File: src/design/lbsw_pkg.sv
// shared types and constants for the loss budget stop-and-wait sender
`timescale 1ns / 1ps

package lbsw_pkg;

  localparam int WINDOW_SLOTS = 100;
  localparam int SLOT_W       = $clog2(WINDOW_SLOTS);
  localparam int LOSS_W       = 7;
  localparam int ATT_W        = 4;
  localparam int SEQ_W        = 32;
  localparam int CFG_W        = 7;
  localparam int CFG_IDX_W    = 1;

  // event kinds
  localparam logic [1:0] FUNC_NEW     = 2'd0;
  localparam logic [1:0] FUNC_ACK     = 2'd1;
  localparam logic [1:0] FUNC_TIMEOUT = 2'd2;

  // result status codes
  localparam logic [2:0] ST_TRANSMIT   = 3'd0;
  localparam logic [2:0] ST_RETRANSMIT = 3'd1;
  localparam logic [2:0] ST_DELIVERED  = 3'd2;
  localparam logic [2:0] ST_LOSS_OK    = 3'd3;
  localparam logic [2:0] ST_GAVE_UP    = 3'd4;
  localparam logic [2:0] ST_IGNORED    = 3'd5;

  // configuration register indexes
  localparam logic [CFG_IDX_W-1:0] CFG_ALLOWED_LOSSES = 1'd0;
  localparam logic [CFG_IDX_W-1:0] CFG_MAX_ATTEMPTS   = 1'd1;

  typedef struct packed {
    logic [1:0]       func;
    logic             ack_flag;
    logic [SEQ_W-1:0] ack_seq;
  } evt_t;

  typedef struct packed {
    logic [2:0]        status;
    logic [SEQ_W-1:0]  seq_number;
    logic [LOSS_W-1:0] window_losses;
  } res_t;

  // mark update from the controller to the window store
  typedef struct packed {
    logic              we;
    logic [SLOT_W-1:0] addr;
    logic              mark;
    logic [SLOT_W-1:0] rd_addr;
  } mark_req_t;

endpackage

File: src/design/loss_budget_stop_and_wait_sender.sv
// top level of the loss budget stop-and-wait sender
`timescale 1ns / 1ps

// Stop-and-wait sender with a loss budget. Each event (new packet, ack or timeout) gives
// exactly one result: transmit, retransmit, delivered, loss accepted, gave up or ignored.
// An event is decided in the decision stage between the event register and the result
// register, so one event per cycle is sustained while the result side does not stall; an
// accepted event is held in the event register and its result then in the result
// register. The delivered/lost window is a one-bit store with a valid flop per slot; the
// mark of the current slot is prefetched each cycle, so no clearing pass is needed after
// reset. Configuration writes take effect at once and belong in idle periods.

module loss_budget_stop_and_wait_sender (
  input  logic                            clk,
  input  logic                            rst,
  input  logic                            evt_valid,
  output logic                            evt_stall,
  input  lbsw_pkg::evt_t                  evt,
  output logic                            res_valid,
  input  logic                            res_stall,
  output lbsw_pkg::res_t                  res,
  input  logic                            cfg_we,
  input  logic [lbsw_pkg::CFG_IDX_W-1:0]  cfg_index,
  input  logic [lbsw_pkg::CFG_W-1:0]      cfg_data
);

  logic                          s1_valid;
  lbsw_pkg::evt_t                s1_evt;
  logic                          s1_fire;
  logic                          evt_take;
  logic [lbsw_pkg::LOSS_W-1:0]   allowed_losses;
  logic [lbsw_pkg::ATT_W-1:0]    max_attempts;
  logic                          cur_mark;
  lbsw_pkg::mark_req_t           mark_req;
  lbsw_pkg::res_t                result;

  assign s1_fire   = s1_valid && (!res_valid || !res_stall);
  assign evt_stall = s1_valid && !s1_fire;
  assign evt_take  = evt_valid && !evt_stall;

  always_ff @(posedge clk) begin
    if (rst) begin
      allowed_losses <= '0;
      max_attempts   <= lbsw_pkg::ATT_W'(6);
    end else if (cfg_we) begin
      case (cfg_index)
        lbsw_pkg::CFG_ALLOWED_LOSSES: allowed_losses <= cfg_data;
        lbsw_pkg::CFG_MAX_ATTEMPTS:   max_attempts   <= cfg_data[lbsw_pkg::ATT_W-1:0];
        default: begin
        end
      endcase
    end
  end

  // event register
  always_ff @(posedge clk) begin
    if (rst) begin
      s1_valid <= 1'b0;
    end else if (evt_take) begin
      s1_valid <= 1'b1;
    end else if (s1_fire) begin
      s1_valid <= 1'b0;
    end
  end

  always_ff @(posedge clk) begin
    if (evt_take) begin
      s1_evt <= evt;
    end
  end

  lbsw_ctrl u_ctrl (
    .clk            (clk),
    .rst            (rst),
    .go             (s1_fire),
    .evt            (s1_evt),
    .allowed_losses (allowed_losses),
    .max_attempts   (max_attempts),
    .cur_mark       (cur_mark),
    .req            (mark_req),
    .result         (result)
  );

  lbsw_marks u_marks (
    .clk      (clk),
    .rst      (rst),
    .req      (mark_req),
    .cur_mark (cur_mark)
  );

  // result register, held while the far side stalls
  always_ff @(posedge clk) begin
    if (rst) begin
      res_valid <= 1'b0;
    end else if (s1_fire) begin
      res_valid <= 1'b1;
    end else if (!res_stall) begin
      res_valid <= 1'b0;
    end
  end

  always_ff @(posedge clk) begin
    if (s1_fire) begin
      res <= result;
    end
  end

`ifndef SYNTHESIS
  a_losses_in_window: assert property (@(posedge clk) disable iff (rst)
    res_valid |-> res.window_losses <= lbsw_pkg::LOSS_W'(lbsw_pkg::WINDOW_SLOTS))
    else $error("window loss count beyond window size");

  a_fire_gives_result: assert property (@(posedge clk) disable iff (rst)
    s1_fire |=> res_valid)
    else $error("decided event did not reach the result register");

  a_stall_only_when_full: assert property (@(posedge clk) disable iff (rst)
    evt_stall |-> s1_valid && res_valid && res_stall)
    else $error("event stall raised with room in the pipeline");

  a_status_code_range: assert property (@(posedge clk) disable iff (rst)
    res_valid |-> (res.status == lbsw_pkg::ST_TRANSMIT || res.status == lbsw_pkg::ST_RETRANSMIT
                   || res.status == lbsw_pkg::ST_DELIVERED || res.status == lbsw_pkg::ST_LOSS_OK
                   || res.status == lbsw_pkg::ST_GAVE_UP || res.status == lbsw_pkg::ST_IGNORED))
    else $error("result status outside the defined codes");
`endif

endmodule

File: src/design/lbsw_marks.sv
// window of delivered/lost marks with the mark of the current slot held ready
`timescale 1ns / 1ps

module lbsw_marks (
  input  logic                  clk,
  input  logic                  rst,
  input  lbsw_pkg::mark_req_t   req,
  output logic                  cur_mark
);

  logic [lbsw_pkg::WINDOW_SLOTS-1:0] marks;
  logic [lbsw_pkg::WINDOW_SLOTS-1:0] written;
  logic                              mark_rd;
  logic                              written_rd;
  logic                              fwd;
  logic                              fwd_mark;

  always_ff @(posedge clk) begin
    if (req.we) begin
      marks[req.addr] <= req.mark;
    end
    mark_rd <= marks[req.rd_addr];
  end

  // entries never written read as delivered
  always_ff @(posedge clk) begin
    if (rst) begin
      written    <= '0;
      written_rd <= 1'b0;
      fwd        <= 1'b0;
      fwd_mark   <= 1'b1;
    end else begin
      if (req.we) begin
        written[req.addr] <= 1'b1;
      end
      written_rd <= written[req.rd_addr];
      fwd        <= req.we && (req.addr == req.rd_addr);
      fwd_mark   <= req.mark;
    end
  end

  assign cur_mark = fwd ? fwd_mark : (written_rd ? mark_rd : 1'b1);

endmodule

File: src/design/lbsw_ctrl.sv
// sender state and the per-event decision
`timescale 1ns / 1ps

module lbsw_ctrl (
  input  logic                          clk,
  input  logic                          rst,
  input  logic                          go,
  input  lbsw_pkg::evt_t                evt,
  input  logic [lbsw_pkg::LOSS_W-1:0]   allowed_losses,
  input  logic [lbsw_pkg::ATT_W-1:0]    max_attempts,
  input  logic                          cur_mark,
  output lbsw_pkg::mark_req_t           req,
  output lbsw_pkg::res_t                result
);

  logic                          busy, busy_next;
  logic [lbsw_pkg::ATT_W-1:0]    sends_done, sends_done_next;
  logic                          loss_checked, loss_checked_next;
  logic [lbsw_pkg::SLOT_W-1:0]   slot_pointer, slot_pointer_next;
  logic [lbsw_pkg::LOSS_W-1:0]   loss_count, loss_count_next;
  logic [lbsw_pkg::SEQ_W-1:0]    next_sequence, next_sequence_next;

  logic [lbsw_pkg::SLOT_W:0]     slot_inc;
  logic [lbsw_pkg::SLOT_W-1:0]   slot_adv;
  logic [lbsw_pkg::LOSS_W-1:0]   loss_if_lost;
  logic [lbsw_pkg::LOSS_W-1:0]   loss_if_deliv;
  logic                          ack_ok;
  logic [2:0]                    status;
  logic                          mark_we;
  logic                          mark_val;

  assign slot_inc = {1'b0, slot_pointer} + 1'b1;
  assign slot_adv = (slot_inc >= (lbsw_pkg::SLOT_W+1)'(lbsw_pkg::WINDOW_SLOTS))
                    ? '0 : slot_inc[lbsw_pkg::SLOT_W-1:0];

  // running count after marking the current slot lost or delivered
  assign loss_if_lost  = cur_mark ? loss_count + 1'b1 : loss_count;
  assign loss_if_deliv = cur_mark ? loss_count : loss_count - 1'b1;

  assign ack_ok = (evt.func == lbsw_pkg::FUNC_ACK) && evt.ack_flag
                  && (evt.ack_seq == next_sequence);

  always_comb begin
    busy_next          = busy;
    sends_done_next    = sends_done;
    loss_checked_next  = loss_checked;
    slot_pointer_next  = slot_pointer;
    loss_count_next    = loss_count;
    next_sequence_next = next_sequence;
    status             = lbsw_pkg::ST_IGNORED;
    mark_we            = 1'b0;
    mark_val           = 1'b1;
    case (evt.func)
      lbsw_pkg::FUNC_NEW: begin
        if (!busy) begin
          busy_next         = 1'b1;
          sends_done_next   = lbsw_pkg::ATT_W'(1);
          loss_checked_next = 1'b0;
          status            = lbsw_pkg::ST_TRANSMIT;
        end
      end
      lbsw_pkg::FUNC_ACK, lbsw_pkg::FUNC_TIMEOUT: begin
        if (busy) begin
          if (ack_ok) begin
            mark_we            = 1'b1;
            mark_val           = 1'b1;
            loss_count_next    = loss_if_deliv;
            slot_pointer_next  = slot_adv;
            next_sequence_next = next_sequence + 1'b1;
            busy_next          = 1'b0;
            status             = lbsw_pkg::ST_DELIVERED;
          end else if (sends_done < max_attempts) begin
            mark_we         = 1'b1;
            mark_val        = 1'b0;
            loss_count_next = loss_if_lost;
            if (!loss_checked && (loss_if_lost <= allowed_losses)) begin
              slot_pointer_next  = slot_adv;
              next_sequence_next = next_sequence + 1'b1;
              busy_next          = 1'b0;
              status             = lbsw_pkg::ST_LOSS_OK;
            end else begin
              loss_checked_next = 1'b1;
              sends_done_next   = sends_done + 1'b1;
              status            = lbsw_pkg::ST_RETRANSMIT;
            end
          end else begin
            busy_next = 1'b0;
            status    = lbsw_pkg::ST_GAVE_UP;
          end
        end
      end
      default: begin
        status = lbsw_pkg::ST_IGNORED;
      end
    endcase
  end

  always_ff @(posedge clk) begin
    if (rst) begin
      busy          <= 1'b0;
      sends_done    <= '0;
      loss_checked  <= 1'b0;
      slot_pointer  <= '0;
      loss_count    <= '0;
      next_sequence <= '0;
    end else if (go) begin
      busy          <= busy_next;
      sends_done    <= sends_done_next;
      loss_checked  <= loss_checked_next;
      slot_pointer  <= slot_pointer_next;
      loss_count    <= loss_count_next;
      next_sequence <= next_sequence_next;
    end
  end

  // read address follows the slot the next event will see
  assign req.we      = go && mark_we;
  assign req.addr    = slot_pointer;
  assign req.mark    = mark_val;
  assign req.rd_addr = go ? slot_pointer_next : slot_pointer;

  assign result.status        = status;
  assign result.seq_number    = next_sequence;
  assign result.window_losses = loss_count_next;

endmodule
File: config.mk
export PLATFORM = sky130hd
export DESIGN_NAME = loss_budget_stop_and_wait_sender
export DESIGN_NICKNAME = d
export VERILOG_FILES = /design/src/design/lbsw_pkg.sv /design/src/design/loss_budget_stop_and_wait_sender.sv /design/src/design/lbsw_marks.sv /design/src/design/lbsw_ctrl.sv
export SDC_FILE = /design/constraint.sdc
export NUM_CORES = 1
export LEC_CHECK = 0
export ABC_AREA = 1
export ABC_CLOCK_PERIOD_IN_PS = 6500
export BUFFER_PORTS_ARGS = -buffer_cell sky130_fd_sc_hd__buf_2
export CAP_MARGIN = 15
export CORE_MARGIN = 1
export CORE_UTILIZATION = 66
export DETAILED_ROUTE_END_ITERATION = 8
export PLACE_DENSITY = 0.85
export SYNTH_ARGS = -nofsm -noshare
export SYNTH_HDL_FRONTEND = slang
export SYNTH_SLANG_ARGS = --single-unit
File: constraint.sdc
create_clock -name clk -period 6.5 [get_ports clk]
set_clock_uncertainty 0.1 [all_clocks]
set_input_delay 0.975 -clock clk [delete_from_list [all_inputs] [get_ports clk]]
set_output_delay 0.975 -clock clk [all_outputs]
set_load 0.005 [all_outputs]
==> impl_metrics.tcl <==
set metrics [dict create \
    post-route-cell-area_um2 17700 \
    setup_viol 0 \
    nNetsFinal 1980 \
    min_path_type "reg -> reg" \
    drt-initial-drc-count 1396 \
    cts_root_buf "clkbuf_16" \
    synth.cell_area_um2 16000 \
    cts_max_path_buffers 3 \
    dr.pass1.iters 5 \
    portBuffers 91 \
    start_util_pct 67.7 \
    grt_pass1_wl_um 63200 \
    vias 13100 \
    cts_buffers 36 \
    grt-ovfl-total 0 \
    drc 0 \
    setup_slack_ns 1.23 \
    critPathLaunchType "flip-flop" \
    stdcell_count 2257 \
    ys_warn_count 0 \
    path_class "reg -> reg" \
    io_pins 92 \
    routedWlPerCell_um 17.8 \
    synth_edf_count 177 \
    crit_top_cell "nand2_1" \
    synth.net_count 1914 \
    finalCritPeriodShare_pct 81.1 \
    cts_setup_buffers 0 \
    gp_congestion 0.970 \
    critPathRequiredTime_ns 6.80 \
    place_inst 2195 \
    finalHoldViolCount 0 \
    max_stage_delay_ns 0.75 \
    antenna_found_initial 1 \
    rsz0062_at_grt "false" \
    row_count 56 \
    irDropWorstVdd_mv 0.261 \
    worst_pin_slew_ns 1.13 \
    synth_cells 1848 \
    area_delta_synth_final_pct 10.6 \
    dieHeight_um 158 \
    clkSlewWorstSetupHoldPaths_ns 0.06 \
    grtUsageTotal_pct 33.1 \
    slew_headroom_pct 24.4 \
    wirelength_um 40200 \
    grt_max_degree 102 \
    path_max_fanout 53 \
    run_status "complete, no violations" \
    dieArea_um2 24900 \
    critPathArrivalTime_ns 5.57 \
    pwr_density_cell_nw_per_um2 256 \
    cts_tree "built" \
    ctsResizeCount 0 \
    timing.fmax_ghz 0.190 \
    avgSynthCellArea_um2 8.65 \
    ant_nets 0 \
    cts_sinks 346 \
    place_ws_ns 1.33 \
    fin_setup_tns_ns 0 \
    dieWidth_um 158 \
    report.final.slew_viol_count 0 \
    yosysUniqueCellTypes 51 \
    diodes 0 \
    synth-async-reset-ratio_pct 0 \
    endpoint_kind "flip-flop" \
    ys.flop_type "edfxtp_1" \
    dpl_cell_area_um2 16600 \
    cap_violations 0 \
    ys_seq_area_share_pct 54.4 \
    cp_slowest_cell "clkinv_2" \
    p_leak_nw 6.98 \
    via_per_inst 5.82 \
    yosys_register_bits 346 \
    final.min_clock_period_ns 5.27 \
    detailed_place_hpwl_um 26300 \
    post-route-util_pct 74.9 \
    cts_hold_buf 0 \
    insertion_delay_ns 0.52 \
    coreArea_um2 23600 \
    grt_pass1_vias 12200 \
    drive_gt1_share_pct 10.4 \
    cts_htree_levels 2 \
]
[report_power, final]
group / total, W / internal [W] / leakage, nW / switching (W)
logic: 0.000219 / 0.0000692 / 3.47 / 0.000149
clock network: 0.00197 / 0.00117 / 0.550 / 0.000799
registers: 0.00235 / 0.00233 / 2.96 / 0.0000189
total: 0.00453 / 0.00357 / 6.98 / 0.000967
[cell usage in the layout (no fill, tap or decap), drive strengths merged, types with 22 or more instances in the layout]
cell type / synthesis / routed
nand2: 362 / 362
inv: 238 / 237
nor2: 236 / 236
nand3: 203 / 203
edfxtp: 177 / 177
dfxtp: 169 / 169
o21a: 107 / 107
buf: 31 / 99
o21ai: 61 / 61
a21oi: 52 / 52
clkbuf: 40 / 52
nand3b: 39 / 39
nor3: 34 / 34
nand4: 22 / 22
[synth_stat cells (2+ instances only)]
| library cell | instances | area share [%] |
|---|---|---|
| ha_1 | 18 | 1.4 |
| nand3_2 | 2 | 0.13 |
| nand4_1 | 22 | 0.86 |
| nand2_2 | 9 | 0.35 |
| or2_1 | 4 | 0.16 |
| clkinv_2 | 2 | 0.063 |
| nand3b_1 | 39 | 1.8 |
| o22ai_1 | 2 | 0.078 |
| xnor2_1 | 5 | 0.27 |
| buf_2 | 18 | 0.56 |
| clkinv_1 | 2 | 0.047 |
| or2_2 | 3 | 0.12 |
| xor2_1 | 9 | 0.49 |
| nand2_4 | 2 | 0.14 |
| buf_6 | 8 | 0.56 |
| buf_1 | 2 | 0.047 |
| edfxtp_1 | 177 | 33 |
| o211ai_1 | 8 | 0.38 |
| o21ai_1 | 4 | 0.13 |
| nor2_2 | 7 | 0.27 |
| nor3b_1 | 4 | 0.19 |
| buf_4 | 3 | 0.14 |
| nor3_1 | 32 | 1.0 |
| o21ai_2 | 2 | 0.11 |
| inv_2 | 13 | 0.31 |
| o21a_1 | 107 | 5.0 |
| inv_1 | 224 | 5.3 |
| nor2_1 | 224 | 5.3 |
| a31oi_1 | 3 | 0.12 |
| dfxtp_1 | 169 | 21 |
| o21ai_0 | 55 | 1.7 |
| nand2_1 | 351 | 8.2 |
| a21oi_1 | 52 | 1.6 |
| nor4_1 | 4 | 0.16 |
| o2111ai_1 | 4 | 0.22 |
| nand3_1 | 200 | 6.3 |
| clkbuf_1 | 40 | 0.94 |
| nor2_4 | 5 | 0.35 |
[cells by family (layout without fill, tap and decap cells)]
family                     count (synthesis)  count (layout)  synth area share [%]
DFF                                      346             346                  54.4
xor gates and xnor gates                  14              14                 0.767
and+or+nand+nor                          915             915                  25.8
adders and majority gates                 18              18                  1.41
AOI/OAI and AO/OA                        242             242                  9.65
buffers and inverters                    313             403                  7.96
[routing by layer]
metal	vias up	routed length [um]	global-route usage, %
met1	6188	16800	45.9
met5	-	23	0
met3	100	3630	5.47
met2	593	18600	52.8
met4	2	1110	11.1
li1	6249	-	-
[cell type report]
cell class | instances | area, um^2
Clock buffer | 52 | 1020
Clock inverter | 10 | 100
Fill cell | 1724 | 5930
Inverter | 242 | 917
Multi-Input combinational cell | 1189 | 6030
Sequential cell | 346 | 8700
Tap cell | 319 | 399
Timing Repair Buffer | 99 | 515
[registers in the layout, indices dropped and copies added (netlist names), 4 cells and up]
| name | count |
|---|---|
| allowed_losses | 7 |
| max_attempts | 4 |
| res | 42 |
| s1_evt | 35 |
| u_ctrl.loss_count | 7 |
| u_ctrl.next_sequence | 32 |
| u_ctrl.sends_done | 4 |
| u_ctrl.slot_pointer | 7 |
| u_marks.marks | 100 |
| u_marks.written | 100 |
[worst paths after layout]
path | from | end | slack, ns | cells past startpoint
setup / recovery | u_marks.mark_rd$_DFF_P_ | u_marks.written_rd$_SDFF_PP0_ | 1.23 | 29
hold / removal | u_marks.written[64]$_SDFFE_PP0P_ | u_marks.written[64]$_SDFFE_PP0P_ | 0.36 | 1
setup reg to reg | u_marks.mark_rd$_DFF_P_ | u_marks.written_rd$_SDFF_PP0_ | 1.23 | 29
hold reg to reg | u_marks.written[64]$_SDFFE_PP0P_ | u_marks.written[64]$_SDFFE_PP0P_ | 0.36 | 1
[critical path, delay by kind of cell (launching register included)]
kind / cells / cell delay, ns
simple gates: 21 / 3.04
buf+inv: 5 / 1.02
fa+ha+maj: 1 / 0.33
compound gates: 2 / 0.32
flops: 1 / 0.30
[per-stage QoR]
| stage | hold WS, ns | power [W] |
|---|---|---|
| final | 0.356 | 0.00453 |
| after global routing | 0.373 | 0.00466 |
| after CTS | 0.357 | 0.00454 |
| after detailed placement | 0.344 | 0.00261 |
| after global placement | 0.338 | 0.00260 |
| after floorplan | 0.330 | 0.00253 |
No activity file was read; power rests on OpenSTA's default activity.
